`config.mk`:
```
export PLATFORM = sky130hd
export DESIGN_NAME = c_subset_token_scanner
export DESIGN_NICKNAME = d
export VERILOG_FILES = /design/src/design/cst_pkg.sv /design/src/design/c_subset_token_scanner.sv /design/src/design/cst_front.sv /design/src/design/cst_queue.sv /design/src/design/cst_back.sv
export SDC_FILE = /design/constraint.sdc
export NUM_CORES = 1
export LEC_CHECK = 0
export ABC_AREA = 1
export BUFFER_PORTS_ARGS = -buffer_cell sky130_fd_sc_hd__buf_2
export CAP_MARGIN = 20
export CORE_MARGIN = 2
export CORE_UTILIZATION = 42
export DETAILED_ROUTE_END_ITERATION = 7
export PLACE_DENSITY_LB_ADDON = 0.15
export SYNTH_ARGS = -nofsm -noshare
export SYNTH_HDL_FRONTEND = slang
export SYNTH_HIERARCHICAL = 1
export SYNTH_SLANG_ARGS = --single-unit
```
`constraint.sdc`:
```
create_clock -name clk -period 11.5 [get_ports clk]
set_input_delay 0.575 -clock clk [delete_from_list [all_inputs] [get_ports clk]]
set_output_delay 0.575 -clock clk [all_outputs]
set_load 0.01 [all_outputs]
```
`src/design/cst_pkg.sv`:
```
// ----------------------------------------------------------------------------
// cst_pkg: shared types and constants of the token scanner
// request structs, scan modes, token and error codes, keyword table and the
// character class helpers
// ----------------------------------------------------------------------------
package cst_pkg;

    localparam int KEYWORD_BUFFER_CHARS_DEF = 8;
    localparam int QUEUE_DEPTH_DEF          = 4;

    // longest keyword in the table
    localparam int KW_MAX_LEN = 7;
    localparam int KW_COUNT   = 16;

    localparam logic [15:0] LEN_MAX = 16'hFFFF;
    localparam logic [30:0] VAL_MAX = 31'h7FFF_FFFF;

    typedef struct packed {
        logic [7:0] char_code;
        logic       end_of_input;
    } char_req_t;

    typedef struct packed {
        logic        has_token;
        logic [5:0]  token_kind;
        logic [30:0] token_value;
        logic [15:0] token_length;
        logic [2:0]  error_code;
        logic        last_result;
    } tok_req_t;

    // everything one character produces, at most two requests
    typedef struct packed {
        logic     second_valid;
        tok_req_t first;
        tok_req_t second;
    } step_t;

    typedef enum logic [3:0] {
        MODE_IDLE,
        MODE_WORD,
        MODE_NUM,
        MODE_LT,
        MODE_GT,
        MODE_EQ,
        MODE_BANG,
        MODE_CHAR,
        MODE_STR
    } scan_mode_t;

    // token kinds
    localparam logic [5:0] K_PLUS      = 6'd16;
    localparam logic [5:0] K_MINUS     = 6'd17;
    localparam logic [5:0] K_TIMES     = 6'd18;
    localparam logic [5:0] K_DIVID     = 6'd19;
    localparam logic [5:0] K_EQL       = 6'd20;
    localparam logic [5:0] K_NEQ       = 6'd21;
    localparam logic [5:0] K_GTR       = 6'd22;
    localparam logic [5:0] K_LSS       = 6'd23;
    localparam logic [5:0] K_LEQ       = 6'd24;
    localparam logic [5:0] K_GEQ       = 6'd25;
    localparam logic [5:0] K_LPARENT   = 6'd26;
    localparam logic [5:0] K_RPARENT   = 6'd27;
    localparam logic [5:0] K_LBRACK    = 6'd28;
    localparam logic [5:0] K_RBRACK    = 6'd29;
    localparam logic [5:0] K_LBRACE    = 6'd30;
    localparam logic [5:0] K_RBRACE    = 6'd31;
    localparam logic [5:0] K_COMMA     = 6'd32;
    localparam logic [5:0] K_BECOMES   = 6'd33;
    localparam logic [5:0] K_IDENT     = 6'd34;
    localparam logic [5:0] K_NUMBER    = 6'd35;
    localparam logic [5:0] K_UNSG      = 6'd36;
    localparam logic [5:0] K_CHCON     = 6'd39;
    localparam logic [5:0] K_STRCON    = 6'd40;
    localparam logic [5:0] K_SEMICOLON = 6'd41;

    // error codes
    localparam logic [2:0] ERR_NONE     = 3'd0;
    localparam logic [2:0] ERR_BANG     = 3'd1;
    localparam logic [2:0] ERR_UNKNOWN  = 3'd2;
    localparam logic [2:0] ERR_LITERAL  = 3'd3;
    localparam logic [2:0] ERR_OVERFLOW = 3'd4;

    // characters
    localparam logic [7:0] CH_TAB    = 8'h09;
    localparam logic [7:0] CH_NL     = 8'h0A;
    localparam logic [7:0] CH_SPACE  = 8'h20;
    localparam logic [7:0] CH_BANG   = 8'h21;
    localparam logic [7:0] CH_DQUOTE = 8'h22;
    localparam logic [7:0] CH_HASH   = 8'h23;
    localparam logic [7:0] CH_QUOTE  = 8'h27;
    localparam logic [7:0] CH_LPAR   = 8'h28;
    localparam logic [7:0] CH_RPAR   = 8'h29;
    localparam logic [7:0] CH_STAR   = 8'h2A;
    localparam logic [7:0] CH_PLUS   = 8'h2B;
    localparam logic [7:0] CH_COMMA  = 8'h2C;
    localparam logic [7:0] CH_MINUS  = 8'h2D;
    localparam logic [7:0] CH_SLASH  = 8'h2F;
    localparam logic [7:0] CH_ZERO   = 8'h30;
    localparam logic [7:0] CH_NINE   = 8'h39;
    localparam logic [7:0] CH_SEMI   = 8'h3B;
    localparam logic [7:0] CH_LT     = 8'h3C;
    localparam logic [7:0] CH_EQ     = 8'h3D;
    localparam logic [7:0] CH_GT     = 8'h3E;
    localparam logic [7:0] CH_LBRK   = 8'h5B;
    localparam logic [7:0] CH_RBRK   = 8'h5D;
    localparam logic [7:0] CH_LBRC   = 8'h7B;
    localparam logic [7:0] CH_RBRC   = 8'h7D;
    localparam logic [7:0] CH_TILDE  = 8'h7E;

    // keyword text, right aligned: char j sits at byte (len - 1 - j)
    localparam logic [8*KW_MAX_LEN-1:0] KW_STR [KW_COUNT] = '{
        "for", "while", "do", "if", "else", "switch", "case", "default",
        "int", "char", "const", "printf", "scanf", "void", "main", "return"
    };
    localparam logic [2:0] KW_LEN [KW_COUNT] = '{
        3'd3, 3'd5, 3'd2, 3'd2, 3'd4, 3'd6, 3'd4, 3'd7,
        3'd3, 3'd4, 3'd5, 3'd6, 3'd5, 3'd4, 3'd4, 3'd6
    };

    function automatic logic is_alpha(input logic [7:0] c);
        return (c >= 8'h61 && c <= 8'h7A) || (c >= 8'h41 && c <= 8'h5A) || c == 8'h5F;
    endfunction

    function automatic logic is_digit(input logic [7:0] c);
        return c >= CH_ZERO && c <= CH_NINE;
    endfunction

    function automatic logic is_space(input logic [7:0] c);
        return c == CH_SPACE || c == CH_TAB || c == CH_NL;
    endfunction

    function automatic logic is_char_ok(input logic [7:0] c);
        return c == CH_PLUS || c == CH_MINUS || c == CH_STAR || c == CH_SLASH ||
               is_alpha(c) || is_digit(c);
    endfunction

    function automatic logic is_str_ok(input logic [7:0] c);
        return c == CH_SPACE || c == CH_BANG || (c >= CH_HASH && c <= CH_TILDE);
    endfunction

    function automatic logic is_symbol(input logic [7:0] c);
        return c == CH_PLUS || c == CH_MINUS || c == CH_STAR || c == CH_SLASH ||
               c == CH_LPAR || c == CH_RPAR || c == CH_LBRK || c == CH_RBRK ||
               c == CH_LBRC || c == CH_RBRC || c == CH_COMMA || c == CH_SEMI;
    endfunction

    function automatic logic [5:0] sym_kind(input logic [7:0] c);
        logic [5:0] k;
        unique case (c)
            CH_PLUS:  k = K_PLUS;
            CH_MINUS: k = K_MINUS;
            CH_STAR:  k = K_TIMES;
            CH_SLASH: k = K_DIVID;
            CH_LPAR:  k = K_LPARENT;
            CH_RPAR:  k = K_RPARENT;
            CH_LBRK:  k = K_LBRACK;
            CH_RBRK:  k = K_RBRACK;
            CH_LBRC:  k = K_LBRACE;
            CH_RBRC:  k = K_RBRACE;
            CH_COMMA: k = K_COMMA;
            CH_SEMI:  k = K_SEMICOLON;
            default:  k = K_IDENT;
        endcase
        return k;
    endfunction

endpackage

```
`src/design/c_subset_token_scanner.sv`:
```
// ----------------------------------------------------------------------------
// c_subset_token_scanner: character-at-a-time scanner for a small C subset
// takes one source byte per request and reports completed tokens
// ----------------------------------------------------------------------------
// usage
//   char channel: char_valid/char_stall/char_req, one byte or an end mark
//   per request; tok channel: tok_valid/tok_stall/tok_req, one token or
//   error report per request, last_result marks the final one of a byte
// throughput
//   one character per cycle while char_stall is low; a byte that closes
//   one token and starts another gives two requests, which the output
//   stage sends one after the other
// output path
//   an accepted character reaches its first output request through the
//   queue entry, then the output stage register
// reset
//   scanner goes idle with no pending token, queue and output stage empty
// stall
//   when tok_stall holds, requests pile up in the queue; once it is full
//   char_stall rises until the output stage drains an entry
// ----------------------------------------------------------------------------
module c_subset_token_scanner #(
    parameter int KEYWORD_BUFFER_CHARS = cst_pkg::KEYWORD_BUFFER_CHARS_DEF,
    parameter int QUEUE_DEPTH          = cst_pkg::QUEUE_DEPTH_DEF
) (
    input  logic              clk,
    input  logic              rst_n,
    input  logic              char_valid,
    output logic              char_stall,
    input  cst_pkg::char_req_t char_req,
    output logic              tok_valid,
    input  logic              tok_stall,
    output cst_pkg::tok_req_t tok_req
);
    import cst_pkg::*;

    logic  accept;
    logic  emit;
    step_t step;
    logic  q_full;
    logic  q_pop;
    logic  q_valid;
    step_t q_data;

    // queue full is the only back pressure toward the source
    assign char_stall = q_full;
    assign accept     = char_valid && !q_full;

    // front: scanner state and token classification
    cst_front #(
        .KEYWORD_BUFFER_CHARS(KEYWORD_BUFFER_CHARS)
    ) u_front (
        .clk      (clk),
        .rst_n    (rst_n),
        .accept   (accept),
        .char_req (char_req),
        .emit     (emit),
        .step     (step)
    );

    // decoupling queue, one entry per character that gives output
    cst_queue #(
        .DEPTH(QUEUE_DEPTH)
    ) u_queue (
        .clk        (clk),
        .rst_n      (rst_n),
        .push       (emit),
        .push_data  (step),
        .full       (q_full),
        .pop        (q_pop),
        .head_valid (q_valid),
        .head_data  (q_data)
    );

    // back: serializes each record into output requests
    cst_back u_back (
        .clk       (clk),
        .rst_n     (rst_n),
        .q_valid   (q_valid),
        .q_data    (q_data),
        .q_pop     (q_pop),
        .tok_valid (tok_valid),
        .tok_stall (tok_stall),
        .tok_req   (tok_req)
    );

endmodule

```
`src/design/cst_front.sv`:
```
// ----------------------------------------------------------------------------
// cst_front: character scanner
// holds the pending token and turns each accepted character into a step
// record of zero, one or two token requests
// ----------------------------------------------------------------------------
module cst_front #(
    parameter int KEYWORD_BUFFER_CHARS = cst_pkg::KEYWORD_BUFFER_CHARS_DEF
) (
    input  logic              clk,
    input  logic              rst_n,
    input  logic              accept,
    input  cst_pkg::char_req_t char_req,
    output logic              emit,
    output cst_pkg::step_t    step
);
    import cst_pkg::*;

    localparam int BUF_IW = $clog2(KEYWORD_BUFFER_CHARS);

    typedef struct packed {
        logic use_start;
        logic use_flush;
        logic op_eq;
        logic lit_bad;
        logic grow_word;
        logic grow_num;
        logic grow_char;
        logic grow_str;
    } act_t;

    scan_mode_t  mode_reg, mode_next;
    logic [7:0]  buf_reg [KEYWORD_BUFFER_CHARS];
    logic        too_long_reg, too_long_next;
    logic [30:0] acc_reg, acc_next;
    logic        ovf_reg, ovf_next;
    logic [15:0] len_reg, len_next;
    logic [7:0]  first_reg, first_next;

    logic              buf_we;
    logic [BUF_IW-1:0] buf_wa;

    logic [7:0]  ch;
    logic        eoi;
    logic [15:0] len_inc;
    logic [34:0] acc_prod;
    logic [5:0]  word_kind;
    act_t        act;

    logic       st_emit;
    tok_req_t   st_res;
    scan_mode_t st_mode;
    logic       fl_emit;
    tok_req_t   fl_res;

    assign ch  = char_req.char_code;
    assign eoi = char_req.end_of_input;

    assign len_inc  = (len_reg == LEN_MAX) ? len_reg : len_reg + 16'd1;
    assign acc_prod = 35'({acc_reg, 3'b000}) + 35'({acc_reg, 1'b0}) + 35'(ch[3:0]);

    // keyword lookup over the buffered word
    always_comb
    begin
        logic m;
        word_kind = K_IDENT;
        for (int i = 0; i < KW_COUNT; i++)
        begin
            m = (len_reg == 16'(KW_LEN[i]));
            for (int j = 0; j < KW_MAX_LEN; j++)
            begin
                if (j < int'(KW_LEN[i]))
                    m = m && (buf_reg[j] == KW_STR[i][8*(int'(KW_LEN[i])-1-j) +: 8]);
            end
            if (m && !too_long_reg)
                word_kind = 6'(i);
        end
    end

    // what a character does when scanned between tokens
    always_comb
    begin
        st_emit = 1'b0;
        st_res  = '0;
        st_mode = MODE_IDLE;
        priority if (is_space(ch))
            st_mode = MODE_IDLE;
        else if (is_alpha(ch))
            st_mode = MODE_WORD;
        else if (ch == CH_ZERO)
        begin
            st_emit               = 1'b1;
            st_res.has_token      = 1'b1;
            st_res.token_kind     = K_NUMBER;
            st_res.token_length   = 16'd1;
        end
        else if (is_digit(ch))
            st_mode = MODE_NUM;
        else if (ch == CH_LT)
            st_mode = MODE_LT;
        else if (ch == CH_GT)
            st_mode = MODE_GT;
        else if (ch == CH_EQ)
            st_mode = MODE_EQ;
        else if (ch == CH_BANG)
            st_mode = MODE_BANG;
        else if (ch == CH_QUOTE)
            st_mode = MODE_CHAR;
        else if (ch == CH_DQUOTE)
            st_mode = MODE_STR;
        else if (is_symbol(ch))
        begin
            st_emit             = 1'b1;
            st_res.has_token    = 1'b1;
            st_res.token_kind   = sym_kind(ch);
            st_res.token_length = 16'd1;
        end
        else
        begin
            st_emit           = 1'b1;
            st_res.error_code = ERR_UNKNOWN;
        end
    end

    // report of the pending token
    always_comb
    begin
        fl_emit = 1'b1;
        fl_res  = '0;
        fl_res.has_token = 1'b1;
        unique case (mode_reg)
            MODE_WORD:
            begin
                fl_res.token_kind   = word_kind;
                fl_res.token_length = len_reg;
            end
            MODE_NUM:
            begin
                fl_res.token_kind   = K_UNSG;
                fl_res.token_value  = acc_reg;
                fl_res.token_length = len_reg;
                fl_res.error_code   = ovf_reg ? ERR_OVERFLOW : ERR_NONE;
            end
            MODE_LT:
            begin
                fl_res.token_kind   = K_LSS;
                fl_res.token_length = 16'd1;
            end
            MODE_GT:
            begin
                fl_res.token_kind   = K_GTR;
                fl_res.token_length = 16'd1;
            end
            MODE_EQ:
            begin
                fl_res.token_kind   = K_BECOMES;
                fl_res.token_length = 16'd1;
            end
            MODE_BANG:
            begin
                fl_res.has_token  = 1'b0;
                fl_res.error_code = ERR_BANG;
            end
            MODE_CHAR:
            begin
                fl_res.token_kind   = K_CHCON;
                fl_res.token_value  = 31'(first_reg);
                fl_res.token_length = len_reg;
            end
            MODE_STR:
            begin
                fl_res.token_kind   = K_STRCON;
                fl_res.token_length = len_reg;
            end
            default:
            begin
                fl_emit          = 1'b0;
                fl_res.has_token = 1'b0;
            end
        endcase
    end

    // classify the character against the current mode
    always_comb
    begin
        act = '0;
        if (eoi)
            act.use_flush = 1'b1;
        else
        begin
            unique case (mode_reg)
                MODE_WORD:
                begin
                    act.grow_word = is_alpha(ch) || is_digit(ch);
                    act.use_flush = !act.grow_word;
                    act.use_start = !act.grow_word;
                end
                MODE_NUM:
                begin
                    act.grow_num  = is_digit(ch);
                    act.use_flush = !act.grow_num;
                    act.use_start = !act.grow_num;
                end
                MODE_LT, MODE_GT, MODE_EQ, MODE_BANG:
                begin
                    act.op_eq     = (ch == CH_EQ);
                    act.use_flush = !act.op_eq;
                    act.use_start = !act.op_eq;
                end
                MODE_CHAR:
                begin
                    act.use_flush = (ch == CH_QUOTE);
                    act.grow_char = !act.use_flush && is_char_ok(ch);
                    act.lit_bad   = !act.use_flush && !is_char_ok(ch);
                end
                MODE_STR:
                begin
                    act.use_flush = (ch == CH_DQUOTE);
                    act.grow_str  = !act.use_flush && is_str_ok(ch);
                    act.lit_bad   = !act.use_flush && !is_str_ok(ch);
                end
                default:
                    act.use_start = 1'b1;
            endcase
        end
    end

    // next mode
    always_comb
    begin
        mode_next = mode_reg;
        if (accept)
        begin
            priority if (act.use_start)
                mode_next = st_mode;
            else if (act.use_flush || act.op_eq)
                mode_next = MODE_IDLE;
            else
                mode_next = mode_reg;
        end
    end

    // token state updates
    always_comb
    begin
        too_long_next = too_long_reg;
        acc_next      = acc_reg;
        ovf_next      = ovf_reg;
        len_next      = len_reg;
        first_next    = first_reg;
        buf_we        = 1'b0;
        buf_wa        = len_reg[BUF_IW-1:0];
        if (accept)
        begin
            priority if (act.use_start)
            begin
                len_next = 16'd0;
                unique case (st_mode)
                    MODE_WORD:
                    begin
                        too_long_next = 1'b0;
                        buf_we        = 1'b1;
                        buf_wa        = '0;
                        len_next      = 16'd1;
                    end
                    MODE_NUM:
                    begin
                        acc_next = 31'(ch[3:0]);
                        ovf_next = 1'b0;
                        len_next = 16'd1;
                    end
                    MODE_CHAR:
                        first_next = '0;
                    default:
                        len_next = 16'd0;
                endcase
            end
            else if (act.grow_word)
            begin
                if (len_reg < 16'(KEYWORD_BUFFER_CHARS))
                    buf_we = 1'b1;
                else
                    too_long_next = 1'b1;
                len_next = len_inc;
            end
            else if (act.grow_num)
            begin
                if (acc_prod[34:31] != 4'd0)
                begin
                    acc_next = VAL_MAX;
                    ovf_next = 1'b1;
                end
                else
                    acc_next = acc_prod[30:0];
                len_next = len_inc;
            end
            else if (act.grow_char)
            begin
                if (len_reg == 16'd0)
                    first_next = ch;
                len_next = len_inc;
            end
            else if (act.grow_str)
                len_next = len_inc;
            else
                len_next = len_reg;
        end
    end

    // step record for the queue
    always_comb
    begin
        emit              = 1'b0;
        step              = '0;
        priority if (act.use_flush && fl_emit)
        begin
            emit              = 1'b1;
            step.first        = fl_res;
            step.second       = st_res;
            step.second_valid = act.use_start && st_emit;
        end
        else if (act.use_start)
        begin
            emit       = st_emit;
            step.first = st_res;
        end
        else if (act.op_eq)
        begin
            emit                    = 1'b1;
            step.first.has_token    = 1'b1;
            step.first.token_length = 16'd2;
            unique case (mode_reg)
                MODE_LT: step.first.token_kind = K_LEQ;
                MODE_GT: step.first.token_kind = K_GEQ;
                MODE_EQ: step.first.token_kind = K_EQL;
                default: step.first.token_kind = K_NEQ;
            endcase
        end
        else if (act.lit_bad)
        begin
            emit                  = 1'b1;
            step.first.error_code = ERR_LITERAL;
        end
        else
            emit = 1'b0;
        emit                    = emit && accept;
        step.first.last_result  = !step.second_valid;
        step.second.last_result = 1'b1;
    end

    always_ff @(posedge clk or negedge rst_n)
    begin
        if (!rst_n)
        begin
            mode_reg     <= MODE_IDLE;
            too_long_reg <= 1'b0;
            acc_reg      <= '0;
            ovf_reg      <= 1'b0;
            len_reg      <= '0;
            first_reg    <= '0;
        end
        else
        begin
            mode_reg     <= mode_next;
            too_long_reg <= too_long_next;
            acc_reg      <= acc_next;
            ovf_reg      <= ovf_next;
            len_reg      <= len_next;
            first_reg    <= first_next;
        end
    end

    // word buffer, no reset: only written entries are compared
    always_ff @(posedge clk)
    begin
        if (buf_we)
            buf_reg[buf_wa] <= ch;
    end

endmodule

```
`src/design/cst_queue.sv`:
```
// ----------------------------------------------------------------------------
// cst_queue: step record queue
// short fifo between the scanner and the output stage
// ----------------------------------------------------------------------------
module cst_queue #(
    parameter int DEPTH = cst_pkg::QUEUE_DEPTH_DEF
) (
    input  logic           clk,
    input  logic           rst_n,
    input  logic           push,
    input  cst_pkg::step_t push_data,
    output logic           full,
    input  logic           pop,
    output logic           head_valid,
    output cst_pkg::step_t head_data
);
    import cst_pkg::*;

    localparam int PW = $clog2(DEPTH);
    localparam int CW = $clog2(DEPTH + 1);

    step_t          mem_reg [DEPTH];
    logic [PW-1:0]  wr_ptr_reg, wr_ptr_next;
    logic [PW-1:0]  rd_ptr_reg, rd_ptr_next;
    logic [CW-1:0]  count_reg, count_next;

    assign full       = (count_reg == CW'(DEPTH));
    assign head_valid = (count_reg != '0);
    assign head_data  = mem_reg[rd_ptr_reg];

    always_comb
    begin
        wr_ptr_next = wr_ptr_reg;
        rd_ptr_next = rd_ptr_reg;
        count_next  = count_reg;
        if (push)
            wr_ptr_next = (wr_ptr_reg == PW'(DEPTH - 1)) ? '0 : wr_ptr_reg + 1'b1;
        if (pop)
            rd_ptr_next = (rd_ptr_reg == PW'(DEPTH - 1)) ? '0 : rd_ptr_reg + 1'b1;
        if (push && !pop)
            count_next = count_reg + 1'b1;
        else if (pop && !push)
            count_next = count_reg - 1'b1;
    end

    always_ff @(posedge clk or negedge rst_n)
    begin
        if (!rst_n)
        begin
            wr_ptr_reg <= '0;
            rd_ptr_reg <= '0;
            count_reg  <= '0;
        end
        else
        begin
            wr_ptr_reg <= wr_ptr_next;
            rd_ptr_reg <= rd_ptr_next;
            count_reg  <= count_next;
        end
    end

    always_ff @(posedge clk)
    begin
        if (push)
            mem_reg[wr_ptr_reg] <= push_data;
    end

endmodule

```
`src/design/cst_back.sv`:
```
// ----------------------------------------------------------------------------
// cst_back: output stage
// takes one step record at a time and hands out its one or two requests
// ----------------------------------------------------------------------------
module cst_back (
    input  logic             clk,
    input  logic             rst_n,
    input  logic             q_valid,
    input  cst_pkg::step_t   q_data,
    output logic             q_pop,
    output logic             tok_valid,
    input  logic             tok_stall,
    output cst_pkg::tok_req_t tok_req
);
    import cst_pkg::*;

    logic  have_reg, have_next;
    logic  sel_reg, sel_next;
    step_t pair_reg;

    logic taken;
    logic finish;

    assign taken  = have_reg && !tok_stall;
    // last request of the held record leaves this cycle
    assign finish = taken && (sel_reg || !pair_reg.second_valid);
    assign q_pop  = q_valid && (!have_reg || finish);

    assign tok_valid = have_reg;
    assign tok_req   = sel_reg ? pair_reg.second : pair_reg.first;

    always_comb
    begin
        have_next = have_reg;
        sel_next  = sel_reg;
        priority if (q_pop)
        begin
            have_next = 1'b1;
            sel_next  = 1'b0;
        end
        else if (finish)
            have_next = 1'b0;
        else if (taken)
            sel_next = 1'b1;
        else
            have_next = have_reg;
    end

    always_ff @(posedge clk or negedge rst_n)
    begin
        if (!rst_n)
        begin
            have_reg <= 1'b0;
            sel_reg  <= 1'b0;
        end
        else
        begin
            have_reg <= have_next;
            sel_reg  <= sel_next;
        end
    end

    always_ff @(posedge clk)
    begin
        if (q_pop)
            pair_reg <= q_data;
    end

endmodule

```
Word level (Yosys, flattened, before mapping)
Memories as Yosys holds them, arrays and structs flattened. A register that Yosys moved wholly into a read port is not among the register bits.
Cells that the tools add are included.
W data, S select, Z words.
{"block": "classes", "add_sub_neg": 7, "n_mul": 0, "div": 0, "n_lt_le_gt_ge": 9, "eq_ne": 99, "shift": 0, "muxes": 144, "n_bitwise": 0, "reduce_logical": 167}
{"op": "$eq A8 B7 Y1 const B", "n": 53}
{"op": "$mux W58", "n": 3}
{"op": "$mux W19", "n": 9}
{"op": "$mux W31", "n": 5}
{"op": "$eq A8 B6 Y1 const B", "n": 16}
{"op": "$mux W16", "n": 7}
{"op": "$logic_and A1 B1 Y1", "n": 102}
{"op": "$mux W6", "n": 17}
{"op": "$mux W7", "n": 13}
{"op": "$pmux W6 S12", "n": 1}
{"op": "$eq A16 B3 Y1 const B", "n": 4}
{"op": "$pmux W31 S2", "n": 1}
{"op": "$mux W4", "n": 13}
{"op": "$mux W1", "n": 49}
{"op": "$mux W8", "n": 6}
{"op": "$pmux W6 S7", "n": 1}
{"op": "$add A34 B32 Y35", "n": 1}
{"op": "$add A35 B4 Y35", "n": 1}
{"op": "$eq A16 B2 Y1 const B", "n": 2}
{"op": "$pmux W16 S2", "n": 1}
{"op": "$le A8 B7 Y1 const B", "n": 3}
{"op": "$mux W3", "n": 8}
{"op": "$logic_or A1 B1 Y1", "n": 23}
{"op": "$eq A4 B3 Y1 const B", "n": 5}
{"op": "other kinds (38)", "n": 82}
{"block": "totals", "regBits": 71, "latch_bits": 0, "mem_bits_rw": 528, "romBits": 0, "in_bits": 13, "output_inout_bits": 60, "word_cells": 440, "memories": 2}
{"memory": "u_queue.mem_reg", "depth": 4, "width": 116, "rd": 1, "rd_ports_with_merged_regs": 1, "wr": 1, "line_no": "cst_queue.sv:22", "source": "step_t mem_reg [DEPTH];"}
{"memory": "u_front.buf_reg", "depth": 8, "width": 8, "rd": 7, "rd_ports_with_merged_regs": 0, "wr": 1, "line_no": "cst_front.sv:32", "source": "logic [7:0] buf_reg [KEYWORD_BUFFER_CHARS];"}

Logic depth before layout (Yosys ltp)
{"block": "logic_depth", "word_depth": 25, "ltp_mapped": 25, "depth_no_buf": 24}

By module
Netlist, hierarchy kept.
{"mod": "cst_queue", "instances": 1, "cells_per_inst": 1417, "area_each_um2": 18985.7, "seq_area_each_um2": 14228.6}
{"mod": "cst_front", "instances": 1, "cells_per_inst": 1558, "area_each_um2": 10527.6, "seq_area_each_um2": 3208.1}
{"mod": "cst_back", "instances": 1, "cells_per_inst": 316, "area_each_um2": 4346.7, "seq_area_each_um2": 3563.4}
{"mod": "c_subset_token_scanner", "instances": 1, "cells_per_inst": 2, "area_each_um2": 10.0, "seq_area_each_um2": 0.0}

Least setup slack after synthesis
Ideal clock, no wire load.
{"block": "synth_timing", "kind": "input-to-reg", "start": "input char_req[3] (netlist bit)", "end": "memory u_queue/mem_reg[2][0] (netlist bit), enable pin", "setup_time_ns": 0.471, "arrival_ns": 4.336, "required_ns": 11.029, "path_slack_ns": 6.694, "stages": 18, "path_buffers": 1, "path_cell_list": "nor2_1 > nand2_1 > inv_1 > nand2_1 > nand3_1 > nand2_2 > nor2_4 > nand2_2 > nand4_2 > nand2_4 > inv_2 > buf_6 > nand2_1 > nand4_1 > nand2_1 > inv_1 > nand2_1 > inv_1"}
{"block": "synth_between", "elab_chain_cells": 17, "word_cells_on_any_way": 73, "classes_between": "order compare: 8; eq/ne: 15; mux: 23; reduce/logical: 27"}
{"item": "start: declaration", "line_no": "c_subset_token_scanner.sv:30", "source": "input cst_pkg::char_req_t char_req,"}
{"item": "$ge A8 B7 Y1, or another cell as far along", "line_no": "cst_pkg.sv:122", "source": "return (c >= 8'h61 && c <= 8'h7A) || (c >= 8'h41 && c <= 8'h5A) || c == 8'h5F;"}
{"item": "$logic_and A1 B1 Y1 or $logic_or A1 B1 Y1 (tied branches)", "line_no": "cst_pkg.sv:122, cst_pkg.sv:134"}
{"item": "$logic_or A1 B1 Y1 (on tied branches) (2 in a row)", "line_no": "cst_pkg.sv:122, cst_pkg.sv:134"}
{"item": "$logic_or A1 B1 Y1", "line_no": "cst_pkg.sv:134", "source": "return c == CH_PLUS || c == CH_MINUS || c == CH_STAR || c == CH_SLASH ||"}
{"item": "$logic_or A1 B1 Y1", "line_no": "cst_pkg.sv:135", "source": "is_alpha(c) || is_digit(c);"}
{"item": "$logic_not A1 Y1", "line_no": "cst_front.sv:213", "source": "act.lit_bad = !act.use_flush && !is_char_ok(ch);"}
{"item": "$logic_and A1 B1 Y1", "line_no": "cst_front.sv:213"}
{"item": "$pmux W1 S2", "line_no": "cst_front.sv:190", "source": "unique case (mode_reg)"}
{"item": "$mux W6", "line_no": "cst_front.sv:186", "source": "if (eoi)"}
{"item": "$mux W1", "line_no": "cst_front.sv:338", "source": "else if (act.lit_bad)"}
{"item": "$mux W1", "line_no": "cst_front.sv:326", "source": "else if (act.op_eq)"}
{"item": "$mux W1", "line_no": "cst_front.sv:321", "source": "else if (act.use_start)"}
{"item": "$mux W1 *", "line_no": "cst_front.sv:314", "source": "priority if (act.use_flush && fl_emit)"}
{"item": "$logic_and A1 B1 Y1 *", "line_no": "cst_front.sv:345", "source": "emit = emit && accept;"}
{"item": "named net emit", "line_no": "c_subset_token_scanner.sv:38", "source": "logic emit;"}
{"item": "$mux W1 *", "line_no": "cst_queue.sv:64", "source": "if (push)"}
{"item": "$mux W1 (implied by the code) *", "line_no": "cst_queue.sv:65", "source": "mem_reg[wr_ptr_reg] <= push_data;"}
{"item": "end: declaration", "line_no": "cst_queue.sv:22"}
The timed path passes the listed nets; every way through them passes the cells marked *.

Worst setup path in the final report
{"block": "layout_timing", "start": "register u_front.mode_reg[3]", "end": "memory u_queue/mem_reg[0][103] (netlist bit), enable pin"}
{"block": "layout_between", "elab_chain_cells": 10, "word_cells_on_any_way": 27, "classes_between": "eq/ne: 8; mux: 14; reduce/logical: 5"}
{"item": "start: declaration", "line_no": "cst_front.sv:31", "source": "scan_mode_t mode_reg, mode_next;"}
{"item": "start signal: assignment", "line_no": "cst_front.sv:363", "source": "mode_reg <= mode_next;"}
{"item": "$eq A4 B4 Y1, or another cell as far along", "line_no": "cst_front.sv:130, cst_front.sv:190"}
{"item": "$pmux W1 S2 or $reduce_or A4 Y1 (tied branches)", "line_no": "cst_front.sv:190"}
{"item": "$mux W6 or $mux W1 (tied branches)", "line_no": "cst_front.sv:186, cst_front.sv:190"}
{"item": "$mux W1 or $mux W6 (tied branches)", "line_no": "cst_front.sv:338, cst_front.sv:186"}
{"item": "$mux W1", "line_no": "cst_front.sv:326"}
{"item": "$mux W1", "line_no": "cst_front.sv:321"}
{"item": "$mux W1 *", "line_no": "cst_front.sv:314"}
{"item": "$logic_and A1 B1 Y1 *", "line_no": "cst_front.sv:345"}
{"item": "named net emit", "line_no": "c_subset_token_scanner.sv:38"}
{"item": "$mux W1 *", "line_no": "cst_queue.sv:64"}
{"item": "$mux W1 (implied by the code) *", "line_no": "cst_queue.sv:65"}
Marks and branches as above.

==> results by group <==
Status
  – Status: finished clean

Critical path
  – Most frequent CP cell: inv_1
  – Worst path slowest cell: buf_4
  – CP Max Fanout: 64
  – CP Cell Sequence: nor2_1 > inv_1 > o21ai_2 > o21ai_1 > nand3_1 > inv_1 > nand3_4 > nand2_2 > nand4_1 > nand2_1 > inv_1 > nand2_1 > inv_4 > buf_4 > buf_4
  – CP max stage delay: 0.77 ns
  – Startpoint Class: register
  – Crit path kind: register to register
  – Critical Path End Type: register
  – Worst path required time: between 10 and 15 ns
  – CP top delay family: buffers and inverters
  – Worst Path Buf+Inv: 6
  – CP Data Arrival Time: between 5 and 6 ns

Final layout
  – Nets: roughly 3.4k
  – Fill count: 7427
  – Max FFs per register: about 470
  – Fraction of layout cells with a size suffix above 1: between 7 and 8%
  – Layout area overhead: 9.86%
  – Final core area utilization: between 40% and 50%

Floorplan
  – Chip width: approximately 290 µm
  – Initial Utilization: between 40 and 50%
  – Core area: approximately 0.08 mm²
  – Die H: between 200 and 300 µm
  – Row count: between 100 and 150
  – Die area: 0.0829 mm²
  – IO Pins: 73

Power and ir drop
  – IR drop worst, VDD: 0.220 mV
  – LEAKAGE: approximately 0.015 µW
  – Total Power: around 8000 µW
  – Power per Cell Area: between 200 and 250 mW/mm²

STA
  – Pins Over Slew Limit: 0
  – Tmin final: around 5.3 ns
  – Setup_tns: 0 ns
  – Final worst setup slack: a little over 6 ns
  – Worst Skew: 0.0265 ns
  – Setup violators final: 0
  – Final hold vios: 0
  – Final Cycle Share: between 40% and 50%
  – Slew HR: 24.7%
  – Achievable Freq: approximately 0.19 GHz
  – Hold WS: around 0.23 ns
  – RSZ-0062 raised after global routing: false
  – Slew @ Worst Pin: approximately 1.1 ns

Placement
  – DP Wirelength: between 50000 and 60000 µm
  – Port Buffer Count: around 70
  – Pre-CTS WS: between 5 and 6 ns
  – GPL Wtd Cong: 0.894

Synthesis
  – Top cells by area, synth: edfxtp_1 57%, nand2_1 11%, o211ai_1 5.2%, dfrtp_1 5.2%, inv_1 4.5%
  – Area leader, netlist: edfxtp_1
  – Register area share after synthesis: about 62%
  – Ys flop type: edfxtp_1
  – Commonest cells post-synth: 967 x nand2_1, 641 x edfxtp_1, 410 x inv_1
  – Mapped cell area: around 0.034 mm²
  – Post-synth top area share: 56.8%
  – Yosys reg bits: around 710
  – Most frequent cell after synthesis: nand2_1
  – Yosys warning count: 6
  – EDFF count, synth: 641
  – Async SR Flop Fraction: just under 10%
  – Post-synth cell types: 61
  – Synthesized area per cell: 10.3 µm²
  – Cells after Synth: around 3.3k

Clock tree
  – CTS root buf: clkbuf_16
  – Clk buf depth: 3
  – Inserted Clock Buffers: 78
  – Clock tree sinks: ~710
  – H-tree levels: 3
  – Post-CTS Setup Inserts: 0
  – Worst-Skew Late Latency: about 0.62 ns
  – Worst-path clk slew: roughly 0.06 ns
  – CTS tree: built

Routing
  – Pre-antenna DRT Iters: 6
  – Remaining antenna violation count after routing: 0
  – Routed vias/inst: about 5.1
  – Drt total wl: just over 80000 µm
  – Drt first-iter violations: 1509
  – DRC Markers: 0
  – DR WL/cell: around 18 µm
  – Via Count: about 23k

GRT
  – Vias in the first global route: around 22k
  – First-pass GRT wire length: between 100000 and 150000 µm
  – GRT overflow: 0
  – Initial antenna violation count: 3
  – Global-route usage over all layers: roughly a fifth
  – Largest net degree at the start of global routing: approximately 280

Job
  – Max-Cap Viols: 0

Hold path
  – Hold/Removal Path Class: input pin to register
## worst paths after layout
path | depth (start not counted) | startpoint | slack [ns] | endpoint
setup / recovery | 15 | u_front/mode_reg[3]$_DFFE_PN0P_ | 6.18 | u_queue/mem_reg[0][103]$_DFFE_PP_
hold / removal | 3 | tok_stall | 0.23 | u_back/tok_valid$_DFFE_PN0P_
setup reg to reg | 15 | u_front/mode_reg[3]$_DFFE_PN0P_ | 6.18 | u_queue/mem_reg[0][103]$_DFFE_PP_
hold reg to reg | 2 | u_queue/count_reg[2]$_DFFE_PN0P_ | 0.48 | u_queue/count_reg[2]$_DFFE_PN0P_
max in group asynchronous | 3 | rst_n | 10.05 | u_front/len_reg[15]$_DFFE_PN0P_
min in group asynchronous | 2 | rst_n | 0.31 | u_queue/rd_ptr_reg[0]$_DFFE_PN0P_
## where the power goes
group / internal, µW / switching, µW / total [µW]
clock network: 1340 / 1030 / 2370
logic: 593 / 1470 / 2070
registers: 3380 / 179 / 3560
## stage by stage
stage	instance area [µm²]	instances
detailed placement	34700	4322
finish	37200	4468
global route	37200	4468
CTS	37200	4466
global placement	34700	4321
floorplan	34000	3340
## layer usage
metal	global-route usage [%]	share of wire [%]
met4	5.87	2.5
met5	0	0.011
met1	28.3	47
met3	3.11	4.9
met2	31.4	45
## tightest hold or removal path: stages
cell and delay (ns):
buf_2 0.09, nand2_1 0.06, nand3b_1 0.08
## cell usage in the layout, fill, tap and decap left out, types with 12 or more instances in the layout
| cell type | count |
|---|---|
| o211ai_1 | 236 |
| clkbuf_16 | 79 |
| buf_2 | 71 |
| nand4_1 | 41 |
| edfxtp_1 | 641 |
| nor3_1 | 52 |
| ha_1 | 71 |
| o21ai_0 | 48 |
| clkinv_2 | 15 |
| clkbuf_1 | 19 |
| buf_4 | 19 |
| inv_1 | 405 |
| xnor2_1 | 15 |
| inv_2 | 12 |
| conb_1 | 49 |
| nand3b_1 | 13 |
| nor4_1 | 12 |
| nand3_1 | 136 |
| clkinv_1 | 15 |
| nand2_1 | 967 |
| o21ai_1 | 23 |
| nor2_1 | 225 |
| a21oi_1 | 60 |
| dfrtp_1 | 68 |
## kinds of logic after synthesis
group	share of synthesized area, %
and+or+nand+nor	18.3
DFF	62.0
buffers and inverters	8.27
AOI/OAI and AO/OA	7.98
adders and majority gates	2.80
xor gates and xnor gates	0.595
other	0.0222
## area by class of cell
cell class	count	area, µm²	area share [%]
Antenna cell	1	2.50	0.00672
Clock buffer	99	2060	5.54
Clock inverter	44	380	1.02
Inverter	425	1630	4.37
Multi-Input combinational cell	2035	10200	27.5
Sequential cell	711	21000	56.4
Tap cell	1060	1330	3.56
Timing Repair Buffer	93	563	1.51
## repair_timing
| action | 4_1_cts | 5_1_grt |
|---|---|---|
| hold buffers | 1 | 0 |
| endpoints found under the setup margin | 0 | 0 |
| hold endpoints to repair | 4 | 0 |
| resized for setup | 0 | 0 |
(Power assumes the default switching activity.)
